**src/hdl/etc1_pkg.sv**
```systemverilog
// Package for the ETC1 block decoder: payload and queue entry types,
// register indexes, the modifier table and the reciprocal used for premultiply.
// Depends on nothing; every other file of the block but etc1_stream_if uses it.
`timescale 1ns / 1ps
`default_nettype none
package etc1_pkg;

   localparam int Q_DEPTH = 2;

   typedef enum logic [0:0] {
      CSR_HAS_ALPHA   = 1'b0,
      CSR_PREMULTIPLY = 1'b1
   } csr_index_type;

   // floor(x / 15) equals (x * 4370) >> 16 for every x up to 255 * 15.
   localparam logic [12:0] RECIP_15 = 13'd4370;
   localparam int RECIP_SHIFT = 16;

   typedef struct packed {
      logic [63:0] color_word;
      logic [63:0] alpha_word;
   } req_payload_type;

   typedef struct packed {
      logic [7:0] red;
      logic [7:0] green;
      logic [7:0] blue;
      logic [7:0] alpha;
      logic [1:0] pixel_x;
      logic [1:0] pixel_y;
      logic       last_pixel;
   } rsp_payload_type;

   typedef struct packed {
      logic [7:0] red;
      logic [7:0] green;
      logic [7:0] blue;
   } rgb_type;

   typedef struct packed {
      rgb_type     base0;
      rgb_type     base1;
      logic [2:0]  tbl0;
      logic [2:0]  tbl1;
      logic        flip;
      logic [15:0] lsbs;
      logic [15:0] msbs;
      logic [63:0] alpha_word;
   } block_type;

   typedef struct packed {
      logic      head_valid;
      block_type head;
   } queue_head_type;

   function automatic logic [7:0] mod_mag(input logic [2:0] tbl, input logic sel);
      logic [7:0] lo;
      logic [7:0] hi;
      unique case (tbl)
         3'd0: begin lo = 8'd2;  hi = 8'd8;   end
         3'd1: begin lo = 8'd5;  hi = 8'd17;  end
         3'd2: begin lo = 8'd9;  hi = 8'd29;  end
         3'd3: begin lo = 8'd13; hi = 8'd42;  end
         3'd4: begin lo = 8'd18; hi = 8'd60;  end
         3'd5: begin lo = 8'd24; hi = 8'd80;  end
         3'd6: begin lo = 8'd33; hi = 8'd106; end
         default: begin lo = 8'd47; hi = 8'd183; end
      endcase
      return sel ? hi : lo;
   endfunction

endpackage
`default_nettype wire

```
**src/hdl/etc1_stream_if.sv**
```systemverilog
// Valid/ready stream interface carrying one payload per beat.
// Depends on nothing; the payload type is a parameter.
`timescale 1ns / 1ps
`default_nettype none
interface etc1_stream_if #(parameter type payload_type = logic);
   logic        valid;
   logic        ready;
   payload_type payload;

   modport source (output valid, output payload, input ready);
   modport sink (input valid, input payload, output ready);
endinterface
`default_nettype wire

```
**src/hdl/etc1_front.sv**
```systemverilog
// Front end: accepts a block beat and works out the two sub-block base colours,
// table indices and flip bit. Depends on etc1_pkg and etc1_stream_if.
`timescale 1ns / 1ps
`default_nettype none
module etc1_front (
   etc1_stream_if.sink           req_bus,
   input  wire logic             full,
   output logic                  push,
   output etc1_pkg::block_type   push_data
);

   logic [63:0] cw;
   logic        diff;

   function automatic logic [7:0] base_first(input logic [7:0] f, input logic diff_mode);
      return diff_mode ? {f[7:3], f[7:5]} : {f[7:4], f[7:4]};
   endfunction

   function automatic logic [7:0] base_second(input logic [7:0] f, input logic diff_mode);
      logic [4:0] v;
      v = f[7:3] + {{2{f[2]}}, f[2:0]};
      return diff_mode ? {v, v[4:2]} : {f[3:0], f[3:0]};
   endfunction

   assign cw            = req_bus.payload.color_word;
   assign diff          = cw[33];
   assign req_bus.ready = !full;
   assign push          = req_bus.valid && !full;

   always_comb begin
      push_data.base0.red    = base_first(cw[63:56], diff);
      push_data.base0.green  = base_first(cw[55:48], diff);
      push_data.base0.blue   = base_first(cw[47:40], diff);
      push_data.base1.red    = base_second(cw[63:56], diff);
      push_data.base1.green  = base_second(cw[55:48], diff);
      push_data.base1.blue   = base_second(cw[47:40], diff);
      push_data.tbl0         = cw[39:37];
      push_data.tbl1         = cw[36:34];
      push_data.flip         = cw[32];
      push_data.lsbs         = cw[15:0];
      push_data.msbs         = cw[31:16];
      push_data.alpha_word   = req_bus.payload.alpha_word;
   end

endmodule
`default_nettype wire

```
**src/hdl/etc1_queue.sv**
```systemverilog
// Short register queue of decoded block headers between front and back end.
// Depends on etc1_pkg.
`timescale 1ns / 1ps
`default_nettype none
module etc1_queue (
   input  wire logic                  clock,
   input  wire logic                  reset,
   input  wire logic                  push,
   input  wire etc1_pkg::block_type   push_data,
   output logic                       full,
   input  wire logic                  pop,
   output etc1_pkg::queue_head_type   head
);

   localparam int PW = (etc1_pkg::Q_DEPTH > 1) ? $clog2(etc1_pkg::Q_DEPTH) : 1;
   localparam int CW = $clog2(etc1_pkg::Q_DEPTH + 1);
   localparam logic [PW-1:0] LAST_PTR = PW'(etc1_pkg::Q_DEPTH - 1);
   localparam logic [CW-1:0] DEPTH_C  = CW'(etc1_pkg::Q_DEPTH);

   etc1_pkg::block_type entry_ff [etc1_pkg::Q_DEPTH];
   logic [PW-1:0] wr_ptr_ff, wr_ptr_in;
   logic [PW-1:0] rd_ptr_ff, rd_ptr_in;
   logic [CW-1:0] count_ff, count_in;

   assign full            = (count_ff == DEPTH_C);
   assign head.head_valid = (count_ff != '0);
   assign head.head       = entry_ff[rd_ptr_ff];

   always_comb begin
      wr_ptr_in = wr_ptr_ff;
      rd_ptr_in = rd_ptr_ff;
      if (push) begin
         wr_ptr_in = (wr_ptr_ff == LAST_PTR) ? '0 : wr_ptr_ff + 1'b1;
      end
      if (pop) begin
         rd_ptr_in = (rd_ptr_ff == LAST_PTR) ? '0 : rd_ptr_ff + 1'b1;
      end
      case ({push, pop})
         2'b10:   count_in = count_ff + 1'b1;
         2'b01:   count_in = count_ff - 1'b1;
         default: count_in = count_ff;
      endcase
   end

   always_ff @(posedge clock) begin
      if (reset) begin
         wr_ptr_ff <= '0;
         rd_ptr_ff <= '0;
         count_ff  <= '0;
      end else begin
         wr_ptr_ff <= wr_ptr_in;
         rd_ptr_ff <= rd_ptr_in;
         count_ff  <= count_in;
      end
   end

   always_ff @(posedge clock) begin
      if (push) begin
         entry_ff[wr_ptr_ff] <= push_data;
      end
   end

endmodule
`default_nettype wire

```
**src/hdl/etc1_back.sv**
```systemverilog
// Back end: walks the sixteen pixels of the head block in column-major order
// through a three-stage pipeline (pixel colour, alpha product, divide by 15).
// Depends on etc1_pkg and etc1_stream_if.
`timescale 1ns / 1ps
`default_nettype none
module etc1_back (
   input  wire logic                  clock,
   input  wire logic                  reset,
   input  wire logic                  has_alpha,
   input  wire logic                  premultiply,
   input  wire etc1_pkg::queue_head_type head,
   output logic                       pop,
   etc1_stream_if.source              rsp_bus
);

   etc1_pkg::block_type blk;
   logic       adv;
   logic       take;
   logic [3:0] k_ff, k_in;

   logic       second;
   logic [2:0] tbl;
   logic [7:0] mag;
   logic       neg;
   logic [3:0] nib;
   etc1_pkg::rgb_type base;
   etc1_pkg::rgb_type pix;

   logic       s1_valid_ff;
   etc1_pkg::rgb_type s1_rgb_ff;
   logic [3:0] s1_nib_ff, s1_mul_ff;
   logic [3:0] s1_k_ff;

   logic        s2_valid_ff;
   logic [11:0] s2_r_ff, s2_g_ff, s2_b_ff;
   logic [3:0]  s2_nib_ff;
   logic [3:0]  s2_k_ff;

   logic        s3_valid_ff;
   etc1_pkg::rsp_payload_type s3_ff;

   function automatic logic [7:0] clamp_add(input logic [7:0] b, input logic [7:0] m,
                                            input logic n);
      logic [8:0] sum;
      sum = {1'b0, b} + {1'b0, m};
      if (n) begin
         return (b >= m) ? b - m : 8'd0;
      end
      return sum[8] ? 8'hFF : sum[7:0];
   endfunction

   function automatic logic [7:0] div15(input logic [11:0] x);
      logic [24:0] p;
      p = {13'd0, x} * {12'd0, etc1_pkg::RECIP_15};
      return p[etc1_pkg::RECIP_SHIFT +: 8];
   endfunction

   assign blk  = head.head;
   assign adv  = !s3_valid_ff || rsp_bus.ready;
   assign take = adv && head.head_valid;
   assign pop  = take && (k_ff == 4'd15);
   assign k_in = take ? k_ff + 4'd1 : k_ff;

   always_comb begin
      second  = blk.flip ? k_ff[1] : k_ff[3];
      tbl     = second ? blk.tbl1 : blk.tbl0;
      mag     = etc1_pkg::mod_mag(tbl, blk.lsbs[k_ff]);
      neg     = blk.msbs[k_ff];
      base    = second ? blk.base1 : blk.base0;
      pix.red   = clamp_add(base.red, mag, neg);
      pix.green = clamp_add(base.green, mag, neg);
      pix.blue  = clamp_add(base.blue, mag, neg);
      nib     = has_alpha ? blk.alpha_word[{k_ff, 2'b00} +: 4] : 4'hF;
   end

   always_ff @(posedge clock) begin
      if (reset) begin
         k_ff        <= '0;
         s1_valid_ff <= 1'b0;
         s2_valid_ff <= 1'b0;
         s3_valid_ff <= 1'b0;
      end else begin
         k_ff <= k_in;
         if (adv) begin
            s1_valid_ff <= head.head_valid;
            s2_valid_ff <= s1_valid_ff;
            s3_valid_ff <= s2_valid_ff;
         end
      end
   end

   always_ff @(posedge clock) begin
      if (adv) begin
         s1_rgb_ff <= pix;
         s1_nib_ff <= nib;
         s1_mul_ff <= premultiply ? nib : 4'hF;
         s1_k_ff   <= k_ff;

         s2_r_ff   <= {4'd0, s1_rgb_ff.red} * {8'd0, s1_mul_ff};
         s2_g_ff   <= {4'd0, s1_rgb_ff.green} * {8'd0, s1_mul_ff};
         s2_b_ff   <= {4'd0, s1_rgb_ff.blue} * {8'd0, s1_mul_ff};
         s2_nib_ff <= s1_nib_ff;
         s2_k_ff   <= s1_k_ff;

         s3_ff.red        <= div15(s2_r_ff);
         s3_ff.green      <= div15(s2_g_ff);
         s3_ff.blue       <= div15(s2_b_ff);
         s3_ff.alpha      <= {s2_nib_ff, s2_nib_ff};
         s3_ff.pixel_x    <= s2_k_ff[3:2];
         s3_ff.pixel_y    <= s2_k_ff[1:0];
         s3_ff.last_pixel <= (s2_k_ff == 4'd15);
      end
   end

   assign rsp_bus.valid   = s3_valid_ff;
   assign rsp_bus.payload = s3_ff;

endmodule
`default_nettype wire

```
**src/hdl/etc1_block_decoder.sv**
```systemverilog
// Top level of the ETC1 block decoder: configuration registers, front end,
// header queue and pixel back end. Depends on etc1_pkg, etc1_stream_if,
// etc1_front, etc1_queue and etc1_back.
//
//   Channel   Direction  Per beat
//   req_bus   in         one block: color_word, alpha_word
//   rsp_bus   out        one pixel: red, green, blue, alpha, pixel_x, pixel_y, last_pixel
//   csr_*     in         one register write: csr_we, csr_index, csr_wdata
//
// Each block yields sixteen pixels, one per cycle unless rsp_bus stalls, set by
// the back-end pixel counter; the front takes the next block while the queue
// has room. A block beat is registered in the queue and then in each back-end stage.
// Reset is synchronous and clears both registers, the queue and all valids.
// A stall on rsp_bus holds the whole back-end pipeline; blocks keep entering
// until the queue is full.
`timescale 1ns / 1ps
`default_nettype none
module etc1_block_decoder (
   input  wire logic    clock,
   input  wire logic    reset,
   etc1_stream_if.sink  req_bus,
   etc1_stream_if.source rsp_bus,
   input  wire logic    csr_we,
   input  wire logic    csr_index,
   input  wire logic    csr_wdata
);

   logic has_alpha_ff;
   logic premultiply_ff;
   logic push;
   logic full;
   logic pop;
   etc1_pkg::block_type      push_data;
   etc1_pkg::queue_head_type head;

   always_ff @(posedge clock) begin
      if (reset) begin
         has_alpha_ff   <= 1'b0;
         premultiply_ff <= 1'b0;
      end else if (csr_we) begin
         unique case (etc1_pkg::csr_index_type'(csr_index))
            etc1_pkg::CSR_HAS_ALPHA:   has_alpha_ff   <= csr_wdata;
            etc1_pkg::CSR_PREMULTIPLY: premultiply_ff <= csr_wdata;
            default: ;
         endcase
      end
   end

   etc1_front u_front (
      .req_bus   (req_bus),
      .full      (full),
      .push      (push),
      .push_data (push_data)
   );

   etc1_queue u_queue (
      .clock     (clock),
      .reset     (reset),
      .push      (push),
      .push_data (push_data),
      .full      (full),
      .pop       (pop),
      .head      (head)
   );

   etc1_back u_back (
      .clock       (clock),
      .reset       (reset),
      .has_alpha   (has_alpha_ff),
      .premultiply (premultiply_ff),
      .head        (head),
      .pop         (pop),
      .rsp_bus     (rsp_bus)
   );

endmodule
`default_nettype wire

```
**src/flat_wrapper.sv**
```systemverilog
// flat-port wrapper written by rule: the top's interface ports become plain ports
module etc1_block_decoder_flat 
  (clock, reset, csr_we, csr_index, csr_wdata, req_bus_valid, req_bus_payload, req_bus_ready, rsp_bus_valid, rsp_bus_payload, rsp_bus_ready);
  etc1_stream_if #(.payload_type(etc1_pkg::req_payload_type)) req_bus_i ();
  etc1_stream_if #(.payload_type(etc1_pkg::rsp_payload_type)) rsp_bus_i ();
  input  wire logic clock;
  input  wire logic reset;
  input  wire logic csr_we;
  input  wire logic csr_index;
  input  wire logic csr_wdata;
  input wire logic [$bits(req_bus_i.valid)-1:0] req_bus_valid;
  input wire logic [$bits(req_bus_i.payload)-1:0] req_bus_payload;
  output wire logic [$bits(req_bus_i.ready)-1:0] req_bus_ready;
  output wire logic [$bits(rsp_bus_i.valid)-1:0] rsp_bus_valid;
  output wire logic [$bits(rsp_bus_i.payload)-1:0] rsp_bus_payload;
  input wire logic [$bits(rsp_bus_i.ready)-1:0] rsp_bus_ready;
  assign req_bus_i.valid = req_bus_valid;
  assign req_bus_i.payload = req_bus_payload;
  assign req_bus_ready = req_bus_i.ready;
  assign rsp_bus_valid = rsp_bus_i.valid;
  assign rsp_bus_payload = rsp_bus_i.payload;
  assign rsp_bus_i.ready = rsp_bus_ready;
  etc1_block_decoder u_core (.clock(clock), .reset(reset), .req_bus(req_bus_i), .rsp_bus(rsp_bus_i), .csr_we(csr_we), .csr_index(csr_index), .csr_wdata(csr_wdata));
endmodule
```
**config.mk**
```make
export PLATFORM = sky130hd
export DESIGN_NAME = etc1_block_decoder_flat
export DESIGN_NICKNAME = d
export VERILOG_FILES = /design/src/hdl/etc1_pkg.sv /design/src/hdl/etc1_stream_if.sv /design/src/hdl/etc1_front.sv /design/src/hdl/etc1_queue.sv /design/src/hdl/etc1_back.sv /design/src/hdl/etc1_block_decoder.sv /design/src/flat_wrapper.sv
export SDC_FILE = /design/constraint.sdc
export NUM_CORES = 1
export LEC_CHECK = 0
export ABC_AREA = 1
export ABC_CLOCK_PERIOD_IN_PS = 13300
export BUFFER_PORTS_ARGS = -buffer_cell sky130_fd_sc_hd__buf_2
export CAP_MARGIN = 40
export CORE_MARGIN = 3
export CORE_UTILIZATION = 45
export CTS_BUF_LIST = sky130_fd_sc_hd__clkbuf_8 sky130_fd_sc_hd__clkbuf_16
export DETAILED_ROUTE_END_ITERATION = 16
export GPL_TIMING_DRIVEN = 0
export HOLD_SLACK_MARGIN = 0.02
export MAX_ROUTING_LAYER = met4
export SYNTH_ARGS = -nofsm -noshare
export SYNTH_HDL_FRONTEND = slang
export SYNTH_SLANG_ARGS = --single-unit
```
**constraint.sdc**
```tcl
create_clock -name clock -period 13.3 [get_ports clock]
set_input_delay 0 -clock clock [delete_from_list [all_inputs] [get_ports clock]]
set_output_delay 0 -clock clock [all_outputs]
set_load 0.02 [all_outputs]
```
==> results.toml, run 1 <==
[clocking]
cts_made_buffers = 47
postCtsSetupBuffers = 0
cts.sinks = 429
cts_resized = 0
root_buffer = "clkbuf_16"
clk_pin_slew_ns = 0.06
insertion_delay_ns = 0.61
postCtsHoldBufs = 137
htreeDepth = 2
cts_tree = "yes"
clockBufferDepth = 3

[critical_path]
cp_num_buf_inv = 8
cp_top_family = "buffers and inverters"
crit_slowest_cell = "clkbuf_1"
arrival_ns = 5.64
worstSetupEndpointType = "flop"
slowest_delay_ns = 0.53
cp_max_fo = 10
path_common_cell = "nand2_1"
crit_path_start_kind = "flop"
cp_cell_sequence = "buf_4 -> buf_4 -> clkbuf_1 -> buf_2 -> buf_2 -> mux2i_1 -> o21ai_0 -> ha_1 -> clkbuf_1 -> inv_1 -> a21oi_1 -> nand2_1 -> a21oi_1 -> o21bai_1 -> o21ai_0 -> nand2_1 -> a21o_1 -> nand2_1 -> inv_1 -> nand2_1 -> a21boi_1 -> nand2_1"
crit_type = "flop to flop"
r2r_slack_ns = 8.00
cp.required_ns = 13.64
reg2reg_depth = 22
timing.rr.end = "u_core.u_back.s1_rgb_ff[6]"

[detailed_routing]
drc_errors = 0
drt_iter0_drc = 1228
num_vias = 19066
wire_per_inst_um = 17.2
via_per_inst = 5.21
postRouteAntennaNets = 0
dr.pass1.iters = 5
drt-total-wl_um = 63000

[finish]
nFillCells = 4905
syn_to_final_growth_pct = 19.7
fin_util_pct = 54.7
layout-drive-gt1-share_pct = 11.8
fin_nets = 3352

[sta]
setup_violations = 0
finClkSkew_ns = 0.0388
tightest_slew_ns = 0.888
slew_violations = 0
setup-tns-final_ns = 0
max_freq_mhz = 189
fin_crit_sh_pct = 39.8
hold_viol_final = 0
rsz0062_at_grt = "no"
post-route-min-period_ns = 5.30
relSlewSlack_pct = 40.8

[floorplanning]
rows = 87
ioPinCount = 174
core_area_sq_mm = 0.0567
die_h_um = 246
dieArea_sq_mm = 0.0605
die_w_um = 246
start_util_pct = 45.7

[logic_synthesis]
yosys-top-cells-area = "edfxtp_1, ha_1, nand2_1, fa_1, inv_1"
yosys-mux-area-fraction_pct = 0.927
synthArstFlopShare_pct = 0
synth-simple-area-share_pct = 12.9
synth_edf_count = 415
synth_top_family_by_area = "adder cells"
yosysWarnings = 0
yosysUniqueCellTypes = 47
syn_area_sq_mm = 0.0259
synth-compound-area-share_pct = 9.43
seq_area_frac_synth_pct = 49.2
ys.flop_type = "edfxtp_1"
avgSynthCellArea_sq_um = 10.4
syn-instance-count = 2484
synth_top_area_share_pct = 48.1
ys_seq_elements = 429
synth-adder-area-share_pct = 19.1
synth_fp_nets = 2975
synth_top_cell_by_area = "edfxtp_1"
synth_xor_area_share_pct = 2.26

[run_status]
outcome = "finished clean"

[place]
dp_hpwl_um = 46900
port_buffers = 173
gp_congestion = 0.906

[global_routing]
grt_max_degree = 65
grt_util_all_layers_pct = 21.5
antenna_found_initial = 5
grt_pass1_vias = 18981
grt_overflow_total = 0
grt_pass1_wl_um = 100000

[min_path]
hp-class = "input port to flop"
holdPathStages = 5
holdPathEnd = "u_core.u_queue.entry_ff[0][124]"
worstHoldStart = "req_bus_payload[97]"

[power_and_ir_drop]
ir_worst_vdd_mv = 0.282
powerDensity_mw_per_mm2 = 277
p_leak_uw = 0.0138

[job]
drv_cap = 0
## worst max-delay path by stage
stage | from | to | slack, ns | cells past startpoint
floorplan | u_core.u_queue.count_ff[0] | u_core.u_queue.entry_ff[1][0] | 5.60 | 4
detailed placement | flop | u_core.u_back.s1_rgb_ff[6] | 8.11 | 22
global route | flop | u_core.u_back.s1_rgb_ff[6] | 7.72 | 22
finish | flop | u_core.u_back.s1_rgb_ff[6] | 8.00 | 22
global placement | u_core.u_queue.count_ff[0] | u_core.u_queue.entry_ff[0][140] | 1.90 | 4
CTS | flop | u_core.u_back.s1_rgb_ff[6] | 8.09 | 22
## area by class of cell
cell class | count | area, sq um | area share, %
Clock buffer | 47 | 1180 | 3.79
Clock inverter | 39 | 389 | 1.25
Sequential cell | 429 | 12700 | 41.1
Buffer | 81 | 384 | 1.24
Antenna cell | 5 | 12.5 | 0.0403
Inverter | 328 | 1230 | 3.98
Tap cell | 756 | 946 | 3.05
Multi-Input combinational cell | 1646 | 11600 | 37.3
Timing Repair Buffer | 328 | 2550 | 8.24
## cells by family after synthesis
group / Yosys count
adders and majority gates: 356
AOI/OAI and AO/OA: 424
and+or+nand+nor: 775
xor gates and xnor gates: 67
DFF: 429
buffers and inverters: 409
muxes: 24
## cells in the final DEF, fill, tap and decap left out, types with 58 or more instances in the layout
cell type,synthesis,routed
a21oi_1,117,117
o21ai_0,180,180
inv_1,325,333
fa_1,66,66
dlygate4sd3_1,0,137
edfxtp_1,415,415
buf_2,7,184
nand2_1,391,391
nor2_1,163,161
nand3_1,135,135
ha_1,290,290
clkbuf_1,58,58
## state kept, by name, indices dropped and copies added, names as in the netlist, named ones only
register / cells
u_core.u_queue.entry_ff: 302
u_core.u_back.s1_k_ff: 4
u_core.u_back.rsp_bus.valid: 1
u_core.u_back.s2_r_ff: 12
u_core.u_back.s2_k_ff: 4
u_core.u_queue.wr_ptr_ff: 1
u_core.u_back.s1_nib_ff: 4
u_core.u_queue.rd_ptr_ff: 1
u_core.u_back.k_ff: 4
u_core.u_back.s2_valid_ff: 1
u_core.u_back.rsp_bus.payload: 33
u_core.u_back.s2_b_ff: 12
u_core.u_back.s1_valid_ff: 1
u_core.u_back.s2_g_ff: 12
u_core.premultiply_ff: 1
u_core.u_back.s1_rgb_ff: 24
u_core.has_alpha_ff: 1
u_core.u_back.s2_nib_ff: 4
u_core.u_back.s1_mul_ff: 4
u_core.u_queue.count_ff: 2
## report_power, final
part	total, uW	internal, uW	switching, uW
clock	1320	766	552
combinational	5150	2130	3020
sequential	2120	1990	127
total	8590	4880	3700
## Yosys cell counts, drive strengths merged, types with 3 or more instances
cell,n
nand2,409
fa,66
a31oi,8
nand3b,6
mux2i,24
o211ai,36
clkbuf,58
xnor2,18
nor3,14
nand3,143
a21oi,117
inv,328
nor4,3
or2,25
a211oi,9
nor2,164
nand4,8
xor2,49
o2111ai,4
o22ai,13
edfxtp,415
a21o,4
dfxtp,14
o221ai,25
buf,23
o21ai,190
ha,290
o21bai,7
## worst min-delay path, stage by stage
cell,delay [ns]
buf_2,0.10
inv_1,0.07
a21oi_1,0.11
o21ai_0,0.10
o21ai_0,0.16
## routing by layer
layer | track usage (%) | wire length, um | vias to the layer above
met5 | - | 0 | -
met4 | 6.22 | 1370 | 0
met3 | 2.50 | 2930 | 107
met2 | 35.6 | 30900 | 513
met1 | 28.0 | 27800 | 9086
li1 | - | - | 9360
## through the flow
step           hold WS (ns)  total power (uW)  std cells  cell area (sq um)  worst slack (ns)
6_report             0.0990              8590       3659              31000              8.00
5_1_grt               0.103              9630       3659              31000              7.72
4_1_cts              0.0709              8660       3654              31000              8.09
3_5_place_dp          0.191              7230       3431              28100              8.11
3_3_place_gp          0.186              7130       3413              27700              1.90
2_1_floorplan        0.0761              6110       2484              25900              5.60
(Power assumes the default switching activity.)
==> run 2, diff against run 1 <==
--- a/config.mk
+++ b/config.mk
@@ -5,8 +5,8 @@
 export SDC_FILE = /design/constraint.sdc
 export NUM_CORES = 1
 export LEC_CHECK = 0
-export ABC_AREA = 1
-export ABC_CLOCK_PERIOD_IN_PS = 13300
+export ABC_AREA = 0
+export ABC_CLOCK_PERIOD_IN_PS = 4900
 export BUFFER_PORTS_ARGS = -buffer_cell sky130_fd_sc_hd__buf_2
 export CAP_MARGIN = 40
 export CORE_MARGIN = 3
==> constraint.sdc (replaced) <==
create_clock -name clock -period 4.9 [get_ports clock]
set_input_delay 0 -clock clock [delete_from_list [all_inputs] [get_ports clock]]
set_output_delay 0 -clock clock [all_outputs]
set_load 0.02 [all_outputs]
==> run 2 against run 1 <==
Against the previous run: core utilization rose by 1.8 points; register-to-register slack got worse by 7.9 ns; clock skew fell by 0.023 ns; clock power rose to 2.6 times the previous value; combinational power rose to 2.5 times the previous value; sequential cell count did not move.
==> results.toml, run 2 <==
[finish]
fin_util_pct = 56.5
syn_to_final_growth_pct = 22.6
regMostFlops = "u_core.u_queue.entry_ff"
final_common_cell = "edfxtp_1"
mostFrequentLayoutCells = "edfxtp_1, ha_1, inv_1, buf_2, dlygate4sd3_1"
layout-drive-gt1-share_pct = 21.5
nFillCells = 4468
design_area_sq_mm = 0.0307
fin_nets = 2754
seqCellArea_sq_mm = 0.0127
stdcell_count = 3043
largest_register_ffs = 302
multi_input_area_sq_mm = 0.0117

[sta]
slew_violations = 0
setup_violations = 0
relSlewSlack_pct = 38.2
finClkSkew_ns = 0.0153
setup-tns-final_ns = 0
tightest_slew_ns = 0.926
max_freq_mhz = 211
hold_viol_final = 0
post-route-min-period_ns = 4.75
fin_crit_sh_pct = 96.9

[floorplanning]
start_util_pct = 46.0
core_area_sq_mm = 0.0545
ioPinCount = 174
rows = 85
dieArea_sq_mm = 0.0586
die_h_um = 242
die_w_um = 242

[clocking]
cts_tree = "yes"
insertion_delay_ns = 0.58
htreeDepth = 2
clockBufferDepth = 3
root_buffer = "clkbuf_16"
clk_pin_slew_ns = 0.06
cts.sinks = 429
cts_made_buffers = 47

[critical_path]
cp_max_fo = 8
crit_type = "flop to flop"
slowest_delay_ns = 0.40
cp.required_ns = 5.20
arrival_ns = 5.05
worstSetupEndpointType = "flop"
cp_num_buf_inv = 5
crit_path_start_kind = "flop"
crit_slowest_cell = "fa_2"
cp_top_family = "compound AO/OA/AOI/OAI gates"

[logic_synthesis]
syn-instance-count = 1838
syn_area_sq_mm = 0.0251
avgSynthCellArea_sq_um = 13.6
ys.flop_type = "edfxtp_1"
synth_top_cell_by_area = "edfxtp_1"
seq_area_frac_synth_pct = 50.8
synth_fp_nets = 2329
synthArstFlopShare_pct = 0
ys_seq_elements = 429
synth_common_cells = "edfxtp_1, ha_1, inv_1"
synth_most_common_cell = "edfxtp_1"
yosys-top-cells-area = "edfxtp_1, ha_1, mux4_2, fa_1, inv_1"
yosysUniqueCellTypes = 72
synth_edf_count = 415
yosysWarnings = 0
synth_top_area_share_pct = 49.7

[global_routing]
antenna_found_initial = 5
grt_util_all_layers_pct = 19.2
grt_max_degree = 62
grt_pass1_vias = 16515
grt_pass1_wl_um = 87900
grt_overflow_total = 0

[detailed_routing]
drt-total-wl_um = 54600
drc_errors = 0
wire_per_inst_um = 17.9
postRouteAntennaNets = 0
num_vias = 15716
dr.pass1.iters = 6
drt_iter0_drc = 821
via_per_inst = 5.16

[min_path]
hp-class = "input port to flop"

[power_and_ir_drop]
powerDensity_mw_per_mm2 = 723
power_uw = 22200
p_leak_uw = 0.0128
ir_worst_vdd_mv = 0.556

[place]
dp_cells = 2763
gp_congestion = 0.885
placed_cell_area_sq_mm = 0.0271
dp_hpwl_um = 39700
port_buffers = 172

[job]
drv_cap = 0

[run_status]
outcome = "finished clean"
-- run 2: cell count changes after synthesis, sizes merged, moves of 68 or more --
cell	delta
nand3	-125
mux4	+68
nand2	-291
nor2	-82
inv	-146
o21ai	-153
-- run 2: area by class of cell --
cell class	instances	share of cell area, %
Tap cell	739	3.01
Antenna cell	5	0.0407
Clock buffer	48	3.91
Timing Repair Buffer	378	9.40
Inverter	182	2.24
Clock inverter	37	0.948
Multi-Input combinational cell	1176	38.0
Buffer	49	1.01
Sequential cell	429	41.5
-- run 2: worst paths after layout --
check / to / cells past startpoint / slack (ns) / from
setup / recovery: u_core.u_back.s1_rgb_ff[23] / 25 / 0.15 / flop
hold / removal: u_core.u_queue.entry_ff[1][138] / 2 / 0.07 / req_bus_payload[97]
setup reg to reg: u_core.u_back.s1_rgb_ff[23] / 25 / 0.15 / flop
hold reg to reg: u_core.u_back.rsp_bus.payload[10] / 0 / 0.42 / u_core.u_back.s2_nib_ff[1]
-- run 2: stage by stage --
stage | hold slack (ns) | worst slack, ns
after detailed placement | 0.191 | -0.965
final | 0.0687 | 0.151
after global routing | 0.0970 | -0.0851
after CTS | 0.0524 | 0.00336
after floorplan | 0.0691 | 0.0220
after global placement | 0.187 | -1.57
-- run 2: report_power, final --
part / leakage (uW) / switching (uW) / total [uW] / internal, uW
Sequential: 0.00412 / 343 / 5790 / 5450
Clock: 0.000759 / 1440 / 3390 / 1950
Combinational: 0.00791 / 6870 / 13000 / 6170
Total: 0.0128 / 8660 / 22200 / 13600
-- run 2: kinds of logic after synthesis --
kind of cell	after synthesis	share of synthesized area, %
compound gates	266	7.54
xor+xnor	83	2.96
fa+ha+maj	356	19.7
buf+inv	233	3.76
flops	429	50.8
mux	126	8.65
simple gates	345	6.50
-- run 2: repair_timing --
item	in CTS	in global routing
resized for setup	38	54
pin swaps	6	30
gates cloned	0	0
setup buffers	33	26
endpoints found under the setup margin	24	22
hold endpoints to repair	315	0
hold buffers	133	0
-- run 2: worst register-to-register path, stage by stage, from the launching register on --
cell	delay, ns
dfxtp_4	0.37
buf_6	0.14
buf_4	0.14
mux2i_1	0.20
a22oi_1	0.08
nand4b_1	0.18
nand2_4	0.13
nor2_4	0.20
nor2_4	0.07
a221oi_2	0.26
buf_4	0.22
buf_6	0.11
ha_2	0.16
inv_1	0.06
fa_2	0.40
nor2b_4	0.15
o21bai_4	0.14
a21oi_1	0.08
o21a_1	0.22
nor2_2	0.18
o31ai_4	0.10
a221o_1	0.38
nand2_2	0.13
o22ai_1	0.10
o21ai_1	0.16
nand4_1	0.12
-- run 2: layer usage --
| layer | global-route usage [%] | part of all wire (%) |
|---|---|---|
| met3 | 3.01 | 3.9 |
| met4 | 5.48 | 2.2 |
| met5 | - | 0 |
| met2 | 32.7 | 51 |
| met1 | 23.9 | 43 |
